<file path="config.mk">
export PLATFORM = sky130hd
export DESIGN_NAME = running_lcm_hyperperiod_top_flat
export DESIGN_NICKNAME = d
export VERILOG_FILES = /design/src/rlh_pkg.sv /design/src/rlh_in_if.sv /design/src/rlh_out_if.sv /design/src/rlh_divider.sv /design/src/running_lcm_hyperperiod_top.sv /design/src/flat_wrapper.sv
export SDC_FILE = /design/constraint.sdc
export NUM_CORES = 1
export LEC_CHECK = 0
export BUFFER_PORTS_ARGS = -buffer_cell sky130_fd_sc_hd__buf_2
export CORE_ASPECT_RATIO = 1.1
export CORE_UTILIZATION = 25
export CTS_BUF_LIST = sky130_fd_sc_hd__clkbuf_16
export DETAILED_ROUTE_END_ITERATION = 8
export PLACE_DENSITY = 0.44
export SLEW_MARGIN = 20
export SYNTH_ARGS = -nofsm -noshare
export SYNTH_HDL_FRONTEND = slang
export SYNTH_SLANG_ARGS = --single-unit
</file>
<file path="constraint.sdc">
create_clock -name clk -period 9.1 [get_ports clk]
set_input_delay 1.365 -clock clk [delete_from_list [all_inputs] [get_ports clk]]
set_output_delay 1.365 -clock clk [all_outputs]
set_load 0.02 [all_outputs]
</file>
<file path="src/rlh_pkg.sv">
// Package with the shared constants, types and state encoding of the hyperperiod block.
`timescale 1ns / 1ps

package rlh_pkg;

    localparam int LCM_BITS        = 63;
    localparam int IN_PERIOD_BITS  = 32;
    localparam int PERIOD_BITS_DEF = 32;
    localparam int DIV_CNT_BITS    = $clog2(LCM_BITS + 1);

    localparam logic [LCM_BITS-1:0] LCM_MAX = {LCM_BITS{1'b1}};
    localparam logic [LCM_BITS-1:0] LCM_ONE = {{(LCM_BITS-1){1'b0}}, 1'b1};

    typedef enum logic [2:0] {
        ST_IDLE,
        ST_GCD,
        ST_GCD_WAIT,
        ST_DIV_WAIT,
        ST_MUL,
        ST_FINISH
    } state_t;

    typedef struct packed {
        logic start;
        logic short_op;
    } div_req_t;

    typedef struct packed {
        logic busy;
        logic done;
    } div_stat_t;

endpackage

</file>
<file path="src/rlh_in_if.sv">
// Input channel interface carrying one task period and its restart flag.
`timescale 1ns / 1ps

interface rlh_in_if;
    import rlh_pkg::*;

    logic                      valid;
    logic                      ready;
    logic [IN_PERIOD_BITS-1:0] period;
    logic                      restart;

    modport source (output valid, output period, output restart, input ready);
    modport sink   (input valid, input period, input restart, output ready);
endinterface

</file>
<file path="src/rlh_out_if.sv">
// Output channel interface carrying the running hyperperiod and the overflow flag.
`timescale 1ns / 1ps

interface rlh_out_if;
    import rlh_pkg::*;

    logic                valid;
    logic                ready;
    logic [LCM_BITS-1:0] hyperperiod;
    logic                overflow;

    modport source (output valid, output hyperperiod, output overflow, input ready);
    modport sink   (input valid, input hyperperiod, input overflow, output ready);
endinterface

</file>
<file path="src/rlh_divider.sv">
// Bit-serial restoring divider shared by the remainder loop and the final quotient.
`timescale 1ns / 1ps

module rlh_divider #(
    parameter int SHORT_BITS = rlh_pkg::PERIOD_BITS_DEF
) (
    input  logic                         clk,
    input  logic                         rst_n,
    input  rlh_pkg::div_req_t            req,
    input  logic [rlh_pkg::LCM_BITS-1:0] dividend,
    input  logic [rlh_pkg::LCM_BITS-1:0] divisor,
    output rlh_pkg::div_stat_t           stat,
    output logic [rlh_pkg::LCM_BITS-1:0] quotient,
    output logic [rlh_pkg::LCM_BITS-1:0] remainder
);
    import rlh_pkg::*;

    localparam int SHORT_SHIFT = LCM_BITS - SHORT_BITS;

    logic [LCM_BITS-1:0]     rem_reg, rem_next;
    logic [LCM_BITS-1:0]     quo_reg, quo_next;
    logic [LCM_BITS-1:0]     den_reg, den_next;
    logic [DIV_CNT_BITS-1:0] cnt_reg, cnt_next;
    logic                    busy_reg, busy_next;
    logic                    done_reg, done_next;
    logic [LCM_BITS:0]       trial;
    logic [LCM_BITS:0]       diff;

    assign trial = {rem_reg, quo_reg[LCM_BITS-1]};
    assign diff  = trial - {1'b0, den_reg};

    always_comb
    begin
        rem_next  = rem_reg;
        quo_next  = quo_reg;
        den_next  = den_reg;
        cnt_next  = cnt_reg;
        busy_next = busy_reg;
        done_next = 1'b0;
        if (req.start)
        begin
            rem_next  = '0;
            den_next  = divisor;
            busy_next = 1'b1;
            if (req.short_op)
            begin
                quo_next = dividend << SHORT_SHIFT;
                cnt_next = DIV_CNT_BITS'(SHORT_BITS);
            end
            else
            begin
                quo_next = dividend;
                cnt_next = DIV_CNT_BITS'(LCM_BITS);
            end
        end
        else if (busy_reg)
        begin
            if (!diff[LCM_BITS])
            begin
                rem_next = diff[LCM_BITS-1:0];
                quo_next = {quo_reg[LCM_BITS-2:0], 1'b1};
            end
            else
            begin
                rem_next = trial[LCM_BITS-1:0];
                quo_next = {quo_reg[LCM_BITS-2:0], 1'b0};
            end
            cnt_next = cnt_reg - DIV_CNT_BITS'(1);
            if (cnt_reg == DIV_CNT_BITS'(1))
            begin
                busy_next = 1'b0;
                done_next = 1'b1;
            end
        end
    end

    always_ff @(posedge clk or negedge rst_n)
    begin
        if (!rst_n)
        begin
            busy_reg <= 1'b0;
            done_reg <= 1'b0;
            cnt_reg  <= '0;
        end
        else
        begin
            busy_reg <= busy_next;
            done_reg <= done_next;
            cnt_reg  <= cnt_next;
        end
    end

    always_ff @(posedge clk)
    begin
        rem_reg <= rem_next;
        quo_reg <= quo_next;
        den_reg <= den_next;
    end

    assign stat.busy = busy_reg;
    assign stat.done = done_reg;
    assign quotient  = quo_reg;
    assign remainder = rem_reg;

endmodule

</file>
<file path="src/running_lcm_hyperperiod_top.sv">
// Top level of the running hyperperiod block: sequencer, state and serial multiplier.
//
//   Channel   Direction   Payload                         Transfer
//   items     in          period[31:0], restart           valid && ready
//   results   out         hyperperiod[62:0], overflow     valid && ready
//
// An item with a zero period or a saturated value goes straight to the result; any other item
// runs the Euclid remainder steps, a final division and a serial multiply, and every division
// runs through the one bit-serial divider.
// Reset brings the running value to 1 and clears the overflow flag.
// The input is not ready while an item is being worked on; a finished result waits
// in the output register, and the next item can be taken while it waits.
// A further finished result holds the sequencer until the output register is free.
`timescale 1ns / 1ps

module running_lcm_hyperperiod_top #(
    parameter int PERIOD_BITS = rlh_pkg::PERIOD_BITS_DEF
) (
    input  logic      clk,
    input  logic      rst_n,
    rlh_in_if.sink    items,
    rlh_out_if.source results
);
    import rlh_pkg::*;

    localparam int IDX_BITS = $clog2(PERIOD_BITS);
    localparam logic [LCM_BITS-1:0] PER_MASK = LCM_MAX >> (LCM_BITS - PERIOD_BITS);

    state_t                 state_reg, state_next;
    logic [LCM_BITS-1:0]    lcm_reg, lcm_next;
    logic                   ovf_reg, ovf_next;
    logic                   out_valid_reg, out_valid_next;
    logic [LCM_BITS-1:0]    out_lcm_reg, out_lcm_next;
    logic                   out_ovf_reg, out_ovf_next;
    logic [LCM_BITS-1:0]    a_reg, a_next;
    logic [LCM_BITS-1:0]    b_reg, b_next;
    logic [PERIOD_BITS-1:0] per_reg, per_next;
    logic [LCM_BITS-1:0]    q_reg, q_next;
    logic [LCM_BITS-1:0]    acc_reg, acc_next;
    logic [IDX_BITS-1:0]    idx_reg, idx_next;
    logic                   first_reg, first_next;

    logic [LCM_BITS-1:0]    b_in;
    logic [LCM_BITS-1:0]    lcm_rst;
    logic                   ovf_rst;
    logic [LCM_BITS+1:0]    mul_sum;
    div_req_t               div_req;
    div_stat_t              div_stat;
    logic [LCM_BITS-1:0]    div_dividend;
    logic [LCM_BITS-1:0]    div_divisor;
    logic [LCM_BITS-1:0]    div_quo;
    logic [LCM_BITS-1:0]    div_rem;

    rlh_divider #(
        .SHORT_BITS (PERIOD_BITS)
    ) u_divider (
        .clk       (clk),
        .rst_n     (rst_n),
        .req       (div_req),
        .dividend  (div_dividend),
        .divisor   (div_divisor),
        .stat      (div_stat),
        .quotient  (div_quo),
        .remainder (div_rem)
    );

    assign b_in    = {{(LCM_BITS-IN_PERIOD_BITS){1'b0}}, items.period} & PER_MASK;
    assign lcm_rst = items.restart ? LCM_ONE : lcm_reg;
    assign ovf_rst = items.restart ? 1'b0 : ovf_reg;
    assign mul_sum = {1'b0, acc_reg, 1'b0}
                   + (per_reg[idx_reg] ? {2'b00, q_reg} : {(LCM_BITS+2){1'b0}});

    assign items.ready         = (state_reg == ST_IDLE);
    assign results.valid       = out_valid_reg;
    assign results.hyperperiod = out_lcm_reg;
    assign results.overflow    = out_ovf_reg;

    always_comb
    begin
        state_next     = state_reg;
        lcm_next       = lcm_reg;
        ovf_next       = ovf_reg;
        out_valid_next = out_valid_reg;
        out_lcm_next   = out_lcm_reg;
        out_ovf_next   = out_ovf_reg;
        a_next         = a_reg;
        b_next         = b_reg;
        per_next       = per_reg;
        q_next         = q_reg;
        acc_next       = acc_reg;
        idx_next       = idx_reg;
        first_next     = first_reg;
        div_req        = '0;
        div_dividend   = lcm_reg;
        div_divisor    = a_reg;

        if (results.ready)
        begin
            out_valid_next = 1'b0;
        end

        case (state_reg)
            ST_IDLE:
            begin
                if (items.valid)
                begin
                    lcm_next = lcm_rst;
                    ovf_next = ovf_rst;
                    if (b_in == '0 || ovf_rst)
                    begin
                        state_next = ST_FINISH;
                    end
                    else
                    begin
                        a_next     = lcm_rst;
                        b_next     = b_in;
                        per_next   = b_in[PERIOD_BITS-1:0];
                        first_next = 1'b1;
                        state_next = ST_GCD;
                    end
                end
            end
            ST_GCD:
            begin
                div_req.start = 1'b1;
                if (b_reg == '0)
                begin
                    div_req.short_op = 1'b0;
                    div_dividend     = lcm_reg;
                    div_divisor      = a_reg;
                    state_next       = ST_DIV_WAIT;
                end
                else
                begin
                    div_req.short_op = !first_reg;
                    div_dividend     = a_reg;
                    div_divisor      = b_reg;
                    state_next       = ST_GCD_WAIT;
                end
            end
            ST_GCD_WAIT:
            begin
                if (div_stat.done)
                begin
                    a_next     = b_reg;
                    b_next     = div_rem;
                    first_next = 1'b0;
                    state_next = ST_GCD;
                end
            end
            ST_DIV_WAIT:
            begin
                if (div_stat.done)
                begin
                    q_next     = div_quo;
                    acc_next   = '0;
                    idx_next   = IDX_BITS'(PERIOD_BITS - 1);
                    state_next = ST_MUL;
                end
            end
            ST_MUL:
            begin
                if (mul_sum[LCM_BITS+1:LCM_BITS] != 2'b00)
                begin
                    lcm_next   = LCM_MAX;
                    ovf_next   = 1'b1;
                    state_next = ST_FINISH;
                end
                else
                begin
                    acc_next = mul_sum[LCM_BITS-1:0];
                    if (idx_reg == '0)
                    begin
                        lcm_next   = mul_sum[LCM_BITS-1:0];
                        state_next = ST_FINISH;
                    end
                    else
                    begin
                        idx_next = idx_reg - IDX_BITS'(1);
                    end
                end
            end
            ST_FINISH:
            begin
                if (!out_valid_reg || results.ready)
                begin
                    out_valid_next = 1'b1;
                    out_lcm_next   = lcm_reg;
                    out_ovf_next   = ovf_reg;
                    state_next     = ST_IDLE;
                end
            end
            default:
            begin
                state_next = ST_IDLE;
            end
        endcase
    end

    always_ff @(posedge clk or negedge rst_n)
    begin
        if (!rst_n)
        begin
            state_reg     <= ST_IDLE;
            lcm_reg       <= LCM_ONE;
            ovf_reg       <= 1'b0;
            out_valid_reg <= 1'b0;
        end
        else
        begin
            state_reg     <= state_next;
            lcm_reg       <= lcm_next;
            ovf_reg       <= ovf_next;
            out_valid_reg <= out_valid_next;
        end
    end

    always_ff @(posedge clk)
    begin
        out_lcm_reg <= out_lcm_next;
        out_ovf_reg <= out_ovf_next;
        a_reg       <= a_next;
        b_reg       <= b_next;
        per_reg     <= per_next;
        q_reg       <= q_next;
        acc_reg     <= acc_next;
        idx_reg     <= idx_next;
        first_reg   <= first_next;
    end

    a_div_start_idle: assert property (@(posedge clk) disable iff (!rst_n)
        div_req.start |-> !div_stat.busy)
        else $error("divider started while busy");

    a_accept_leaves_idle: assert property (@(posedge clk) disable iff (!rst_n)
        (items.valid && items.ready) |=> (state_reg != ST_IDLE))
        else $error("sequencer stayed idle after an input transfer");

    a_result_nonzero: assert property (@(posedge clk) disable iff (!rst_n)
        results.valid |-> (results.hyperperiod != '0))
        else $error("zero hyperperiod presented");

    a_overflow_saturates: assert property (@(posedge clk) disable iff (!rst_n)
        (results.valid && results.overflow) |-> (results.hyperperiod == LCM_MAX))
        else $error("overflow flagged without saturated value");

    a_running_nonzero: assert property (@(posedge clk) disable iff (!rst_n)
        (state_reg == ST_MUL) |-> (lcm_reg != '0 && q_reg != '0))
        else $error("zero operand in multiply phase");

endmodule
</file>
<file path="src/flat_wrapper.sv">
// flat-port wrapper written by rule: the top's interface ports become plain ports
module running_lcm_hyperperiod_top_flat import rlh_pkg::*;
#(
    parameter int PERIOD_BITS = rlh_pkg::PERIOD_BITS_DEF
)
  (clk, rst_n, items_valid, items_period, items_restart, items_ready, results_valid, results_hyperperiod, results_overflow, results_ready);
  rlh_in_if items_i ();
  rlh_out_if results_i ();
  input  logic clk;
  input  logic rst_n;
  input wire logic [$bits(items_i.valid)-1:0] items_valid;
  input wire logic [$bits(items_i.period)-1:0] items_period;
  input wire logic [$bits(items_i.restart)-1:0] items_restart;
  output wire logic [$bits(items_i.ready)-1:0] items_ready;
  output wire logic [$bits(results_i.valid)-1:0] results_valid;
  output wire logic [$bits(results_i.hyperperiod)-1:0] results_hyperperiod;
  output wire logic [$bits(results_i.overflow)-1:0] results_overflow;
  input wire logic [$bits(results_i.ready)-1:0] results_ready;
  assign items_i.valid = items_valid;
  assign items_i.period = items_period;
  assign items_i.restart = items_restart;
  assign items_ready = items_i.ready;
  assign results_valid = results_i.valid;
  assign results_hyperperiod = results_i.hyperperiod;
  assign results_overflow = results_i.overflow;
  assign results_i.ready = results_ready;
  running_lcm_hyperperiod_top #(.PERIOD_BITS(PERIOD_BITS)) u_core (.clk(clk), .rst_n(rst_n), .items(items_i), .results(results_i));
endmodule
</file>
==> out/metrics.cfg, run 1 <==
[run_status]
status=finished, final reports clean

[synth]
avgSynthCellArea_um2=10.1
synth_top_cells_by_area=edfxtp_1 43%, dfrtp_1 5.6%, ha_1 4.8%
synth_ff_type=edfxtp_1
synth_top_cell_area_share=0.430
synth_common_cells=480 x edfxtp_1, 402 x nand2_1, 293 x nor2_1, 273 x a21oi_1, 238 x o21ai_0
yosys_warnings=0
ys_seq_area_frac=0.525
yosysMostFrequentCell=edfxtp_1
syn_inst=3315
synth.largest_area_cell=edfxtp_1
synth.cell_area_mm2=0.0335
synth_fp_nets=3482
ys_seq_elements=619
synth-async-reset-ratio=0.123
synth_edf_count=480
synthDistinctLibCells=91

[floorplan]
initial_utilization=0.253
die-height_um=386
die_x_um=351
rows=140
coreArea_mm2=0.133
die_area_mm2=0.135
io_pins=103

[sta]
whs_ps=453
setup_viol=0
period_needed_ps=6710
hold_violations=0
slew_violations=0
fmax_ghz=0.149
worst_pin_slew_ps=1130
rsz0062_at_grt=false
fin_setup_tns_ps=0
finalCritPeriodShare=0.738
clock_skew_ps=24.2
relSlewSlack=0.240

[global_routing]
grt_max_degree=105
gr-total-overflow=0
grt_usage=0.158
antenna_found_initial=2
grt_pass1_vias=24200
grt_pass1_wl_mm=161

[drt]
routed_wl_mm=108
avgRoutedWirePerCell_um=21.0
drc=0
viasPerCell=4.74
num_vias=24400
drtAntennaViolNets=0
drt_pre_antenna_iters=5
first_iter_violations=2211

[pwr]
p_sw_frac=0.366
p_comb_frac=0.347
p_clk_frac=0.269
p_int_w=0.00668
power_switching_w=0.00386
cellPowerDensity_mw_per_mm2=277
seqPwrFrac=0.384
ir_worst_vdd_uv=203
p_total_w=0.0105
p_leak_nw=13.7

[clock_tree]
cts.sinks=619
cts_hold_buf=0
cts-root-buf=clkbuf_16
clk_latency_ps=650
htreeDepth=3
cts_setup_buffers=0
clk_pin_slew_worst_paths_ps=60
cts_buffers=69
clockBufferDepth=3
ctsResizeCount=0
cts_tree=built

[setup_path]
rr_worst_depth=17
required_ps=9360
worstReg2RegStart=u_core.idx_reg[0]
path_class=reg -> reg
cp.arrival_ps=6970
end_kind=flop
crit_path_start_kind=flop
r2r_slack_ps=2390
timing.rr.end=u_core.acc_reg[12]
worstSetupStartpoint=u_core.idx_reg[0]
crit_fanout=63
critPathCapture=u_core.acc_reg[12]

[final_layout]
nets=3487
drive_above_1_share=0.105
utilization=0.287
syn_to_final_growth_pct=13.6

[placement]
gp_congestion=0.851
io_buffers=102
hpwl_mm=81.1

[job]
maxCapViolCount=0

[worst_hold_path]
hold_class=reg -> reg

placed cells by master, fill, tap and decap left out, types with 72 or more instances in the layout:
cell and count:
nor2_1 289, inv_1 127, dfrtp_1 74, clkbuf_16 72
ha_1 128, edfxtp_1 480, nor2b_1 78, buf_2 101
nand2b_1 82, nand2_1 401, a21oi_1 272, xnor2_1 73
o21ai_0 237
cell type report:
cell class | instances | area [um^2]
Inverter | 118 | 448
Clock buffer | 72 | 1800
Timing Repair Buffer | 133 | 746
Antenna cell | 1 | 2.50
Clock inverter | 55 | 440
Tap cell | 1775 | 2220
Sequential cell | 619 | 17600
Multi-Input combinational cell | 2379 | 14800
Fill cell | 13900 | 94600
stage by stage:
step | instance area [um^2] | setup WS [ps] | std cells
6_report | 38000 | 2390 | 5152
5_1_grt | 38000 | 1690 | 5151
4_1_cts | 38000 | 2260 | 5151
3_5_place_dp | 35800 | 2320 | 5024
3_3_place_gp | 35800 | 2420 | 5024
2_1_floorplan | 33500 | 1390 | 3315
critical path: stages (launching register included):
cell and delay [ps]:
edfxtp_1 850, mux4_2 590, o22ai_1 170, nor2_1 100, a21oi_4 430, buf_4 550, nor2b_1 120, ha_1 410
a21oi_1 240, o21ai_0 140, a2111oi_1 540, o21ai_0 200, a221oi_2 370, o31ai_4 150, mux2i_4 320, nand3_1 220
o21ai_4 110, buf_4 680
worst min path at each step:
stage / slack [ps] / from / endpoint / depth (start not counted)
2_1_floorplan: 430 / u_core.u_divider.quotient[30] / u_core.q_reg[30] / 0
3_3_place_gp: 430 / u_core.u_divider.quotient[32] / u_core.q_reg[32] / 0
3_5_place_dp: 440 / u_core.u_divider.quotient[34] / u_core.q_reg[34] / 0
4_1_cts: 450 / u_core.u_divider.quotient[29] / u_core.q_reg[29] / 0
5_1_grt: 460 / u_core.u_divider.quotient[15] / u_core.q_reg[15] / 0
6_report: 450 / u_core.u_divider.quotient[45] / u_core.q_reg[45] / 0
layer usage:
metal	GRT usage	part of all wire	up-vias	routed length, um
met2	0.260	0.47	501	51000
met5	0	0	-	0
met4	0.0550	0.030	0	3250
met1	0.213	0.47	11800	50400
li1	-	-	12000	-
met3	0.0197	0.035	135	3740
cell families (layout without fill, tap and decap cells):
| group | Yosys count | in the layout | share of synthesized area |
|---|---|---|---|
| and+or+nand+nor | 1161 | 1161 | 0.162 |
| xor gates and xnor gates | 118 | 118 | 0.0316 |
| AOI/OAI and AO/OA | 870 | 870 | 0.161 |
| muxes | 100 | 100 | 0.0341 |
| buffers and inverters | 317 | 378 | 0.0369 |
| DFF | 619 | 619 | 0.525 |
| adders and majority gates | 130 | 130 | 0.0490 |
| other | 0 | 1 | 0 |
power groups by stage:
stage               Sequential (W)  Combinational [W]  Clock, W
floorplan                  0.00391            0.00283         0
global placement           0.00410            0.00365         0
detailed placement         0.00411            0.00364         0
CTS                        0.00405            0.00366   0.00292
global route               0.00411            0.00410   0.00302
finish                     0.00405            0.00366   0.00283
No activity file was read; power rests on OpenSTA's default activity.
==> inputs of run 2 (changes only) <==
Clock period 9.1 ns to 6.8 ns, I/O delays scaled along.
==> run 2 against run 1 <==
  * Power up 34%
  * Largest power group unchanged
  * Clock power is 35% higher
  * Sequential share of layout area shrank 0.18 points
==> out/metrics.cfg, run 2 (same netlist as run 1, synthesis figures left out) <==
[drt]
drt_pre_antenna_iters=5
first_iter_violations=1923
drtAntennaViolNets=0
drc=0
viasPerCell=4.77
num_vias=24600
avgRoutedWirePerCell_um=21.4
routed_wl_mm=110

[placement]
hpwl_mm=82.3
io_buffers=102
gp_congestion=0.853

[pwr]
ir_worst_vdd_uv=288
p_leak_nw=13.8
cellPowerDensity_mw_per_mm2=370

[sta]
period_needed_ps=6050
clock_skew_ps=43.2
worst_pin_slew_ps=1260
relSlewSlack=0.152
slew_violations=0
setup_viol=0
whs_ps=238
rsz0062_at_grt=false
fmax_ghz=0.165
fin_setup_tns_ps=0
finalCritPeriodShare=0.890
hold_violations=0

[setup_path]
end_kind=flop
path_class=reg -> reg
worstReg2RegStart=u_core.idx_reg[0]
rr_worst_depth=20
required_ps=7300
cp.arrival_ps=6560
crit_path_start_kind=flop
r2r_slack_ps=750
crit_fanout=34
timing.rr.end=u_core.lcm_reg[4]

[clock_tree]
cts-root-buf=clkbuf_16
cts_buffers=70
cts_hold_buf=0
ctsResizeCount=0
cts_tree=built
clk_latency_ps=670
clockBufferDepth=3
htreeDepth=3
cts_setup_buffers=0
cts.sinks=619
clk_pin_slew_worst_paths_ps=60

[floorplan]
die-height_um=386
die_area_mm2=0.135
initial_utilization=0.253
die_x_um=351
coreArea_mm2=0.133
io_pins=103
rows=140

[final_layout]
fill_cells=14000
syn_to_final_growth_pct=14.0
nets=3494
drive_above_1_share=0.106
layout_common_cells=480 x edfxtp_1, 401 x nand2_1, 289 x nor2_1, 272 x a21oi_1, 237 x o21ai_0
final_common_cell=edfxtp_1

[worst_hold_path]
hold_class=in -> async

[global_routing]
gr-total-overflow=0
antenna_found_initial=2
grt_pass1_vias=24400
grt_usage=0.161
grt_max_degree=107
grt_pass1_wl_mm=163

[run_status]
status=finished, final reports clean

[job]
maxCapViolCount=0

[run 2: cell count changes in the layout (fill, tap and decap cells not counted), moves of 3 or more]
cell / delta
inv_1: +4
clkinv_2: -3
buf_12: +6
inv_6: -5
[run 2: worst max-delay path, cell delays in order, from the launching register on]
cell and delay (ps):
edfxtp_1 840, mux4_2 600, o22ai_1 180, nor2_1 100, a21oi_4 480, buf_12 230
buf_4 190, nor2b_1 70, ha_1 390, inv_1 110, o31ai_1 370, a21oi_1 160
o221a_2 270, o31a_1 180, o31ai_1 480, a21oi_1 220, a21oi_4 260, o21ai_4 260
buf_12 290, nand2_1 80, o21ai_0 80
[run 2: final cells by class]
cell class | instances | area, um^2 | area share
diodes | 1 | 2.50 | 0.0000655
clock buffers | 70 | 1750 | 0.0459
inverters | 118 | 448 | 0.0117
multi-input cells | 2379 | 14800 | 0.387
flip-flops and latches | 619 | 17600 | 0.460
clock inverters | 60 | 520 | 0.0136
well taps | 1775 | 2220 | 0.0582
repair buffers | 139 | 866 | 0.0227
[run 2: per-stage QoR]
stage / total power, W / instance area, um^2 / util / std cells / worst slack (ps)
6_report: 0.0141 / 38200 / 0.288 / 5161 / 748
5_1_grt: 0.0150 / 38200 / 0.288 / 5160 / 231
4_1_cts: 0.0143 / 38200 / 0.288 / 5160 / 668
3_5_place_dp: 0.0104 / 35900 / 0.271 / 5030 / 715
3_3_place_gp: 0.0104 / 35900 / 0.271 / 5030 / 660
2_1_floorplan: 0.00903 / 33500 / - / 3315 / 592
[run 2: how the worst max path moves through the flow]
| stage | start | end |
|---|---|---|
| floorplan | u_core.idx_reg[0] | u_core.idx_reg[0] |
| global placement | u_core.idx_reg[0] | u_core.idx_reg[0] |
| detailed placement | u_core.idx_reg[0] | u_core.idx_reg[1] |
| CTS | u_core.idx_reg[0] | u_core.idx_reg[4] |
| global route | u_core.idx_reg[0] | u_core.acc_reg[46] |
| finish | u_core.idx_reg[0] | u_core.lcm_reg[4] |
[run 2: metal layers]
metal  vias to the layer above  track usage  wire length, um
met3                       134       0.0182             3320
met5                         -            0               13
met2                       446        0.261            51200
met4                         2       0.0678             4160
met1                     12000        0.216            51800
li1                      12000            -                -
[run 2: power by group]
| group | internal, W | total [W] | switching (W) |
|---|---|---|---|
| clock network | 0.00210 | 0.00381 | 0.00170 |
| registers | 0.00490 | 0.00543 | 0.000521 |
| logic | 0.00190 | 0.00492 | 0.00302 |
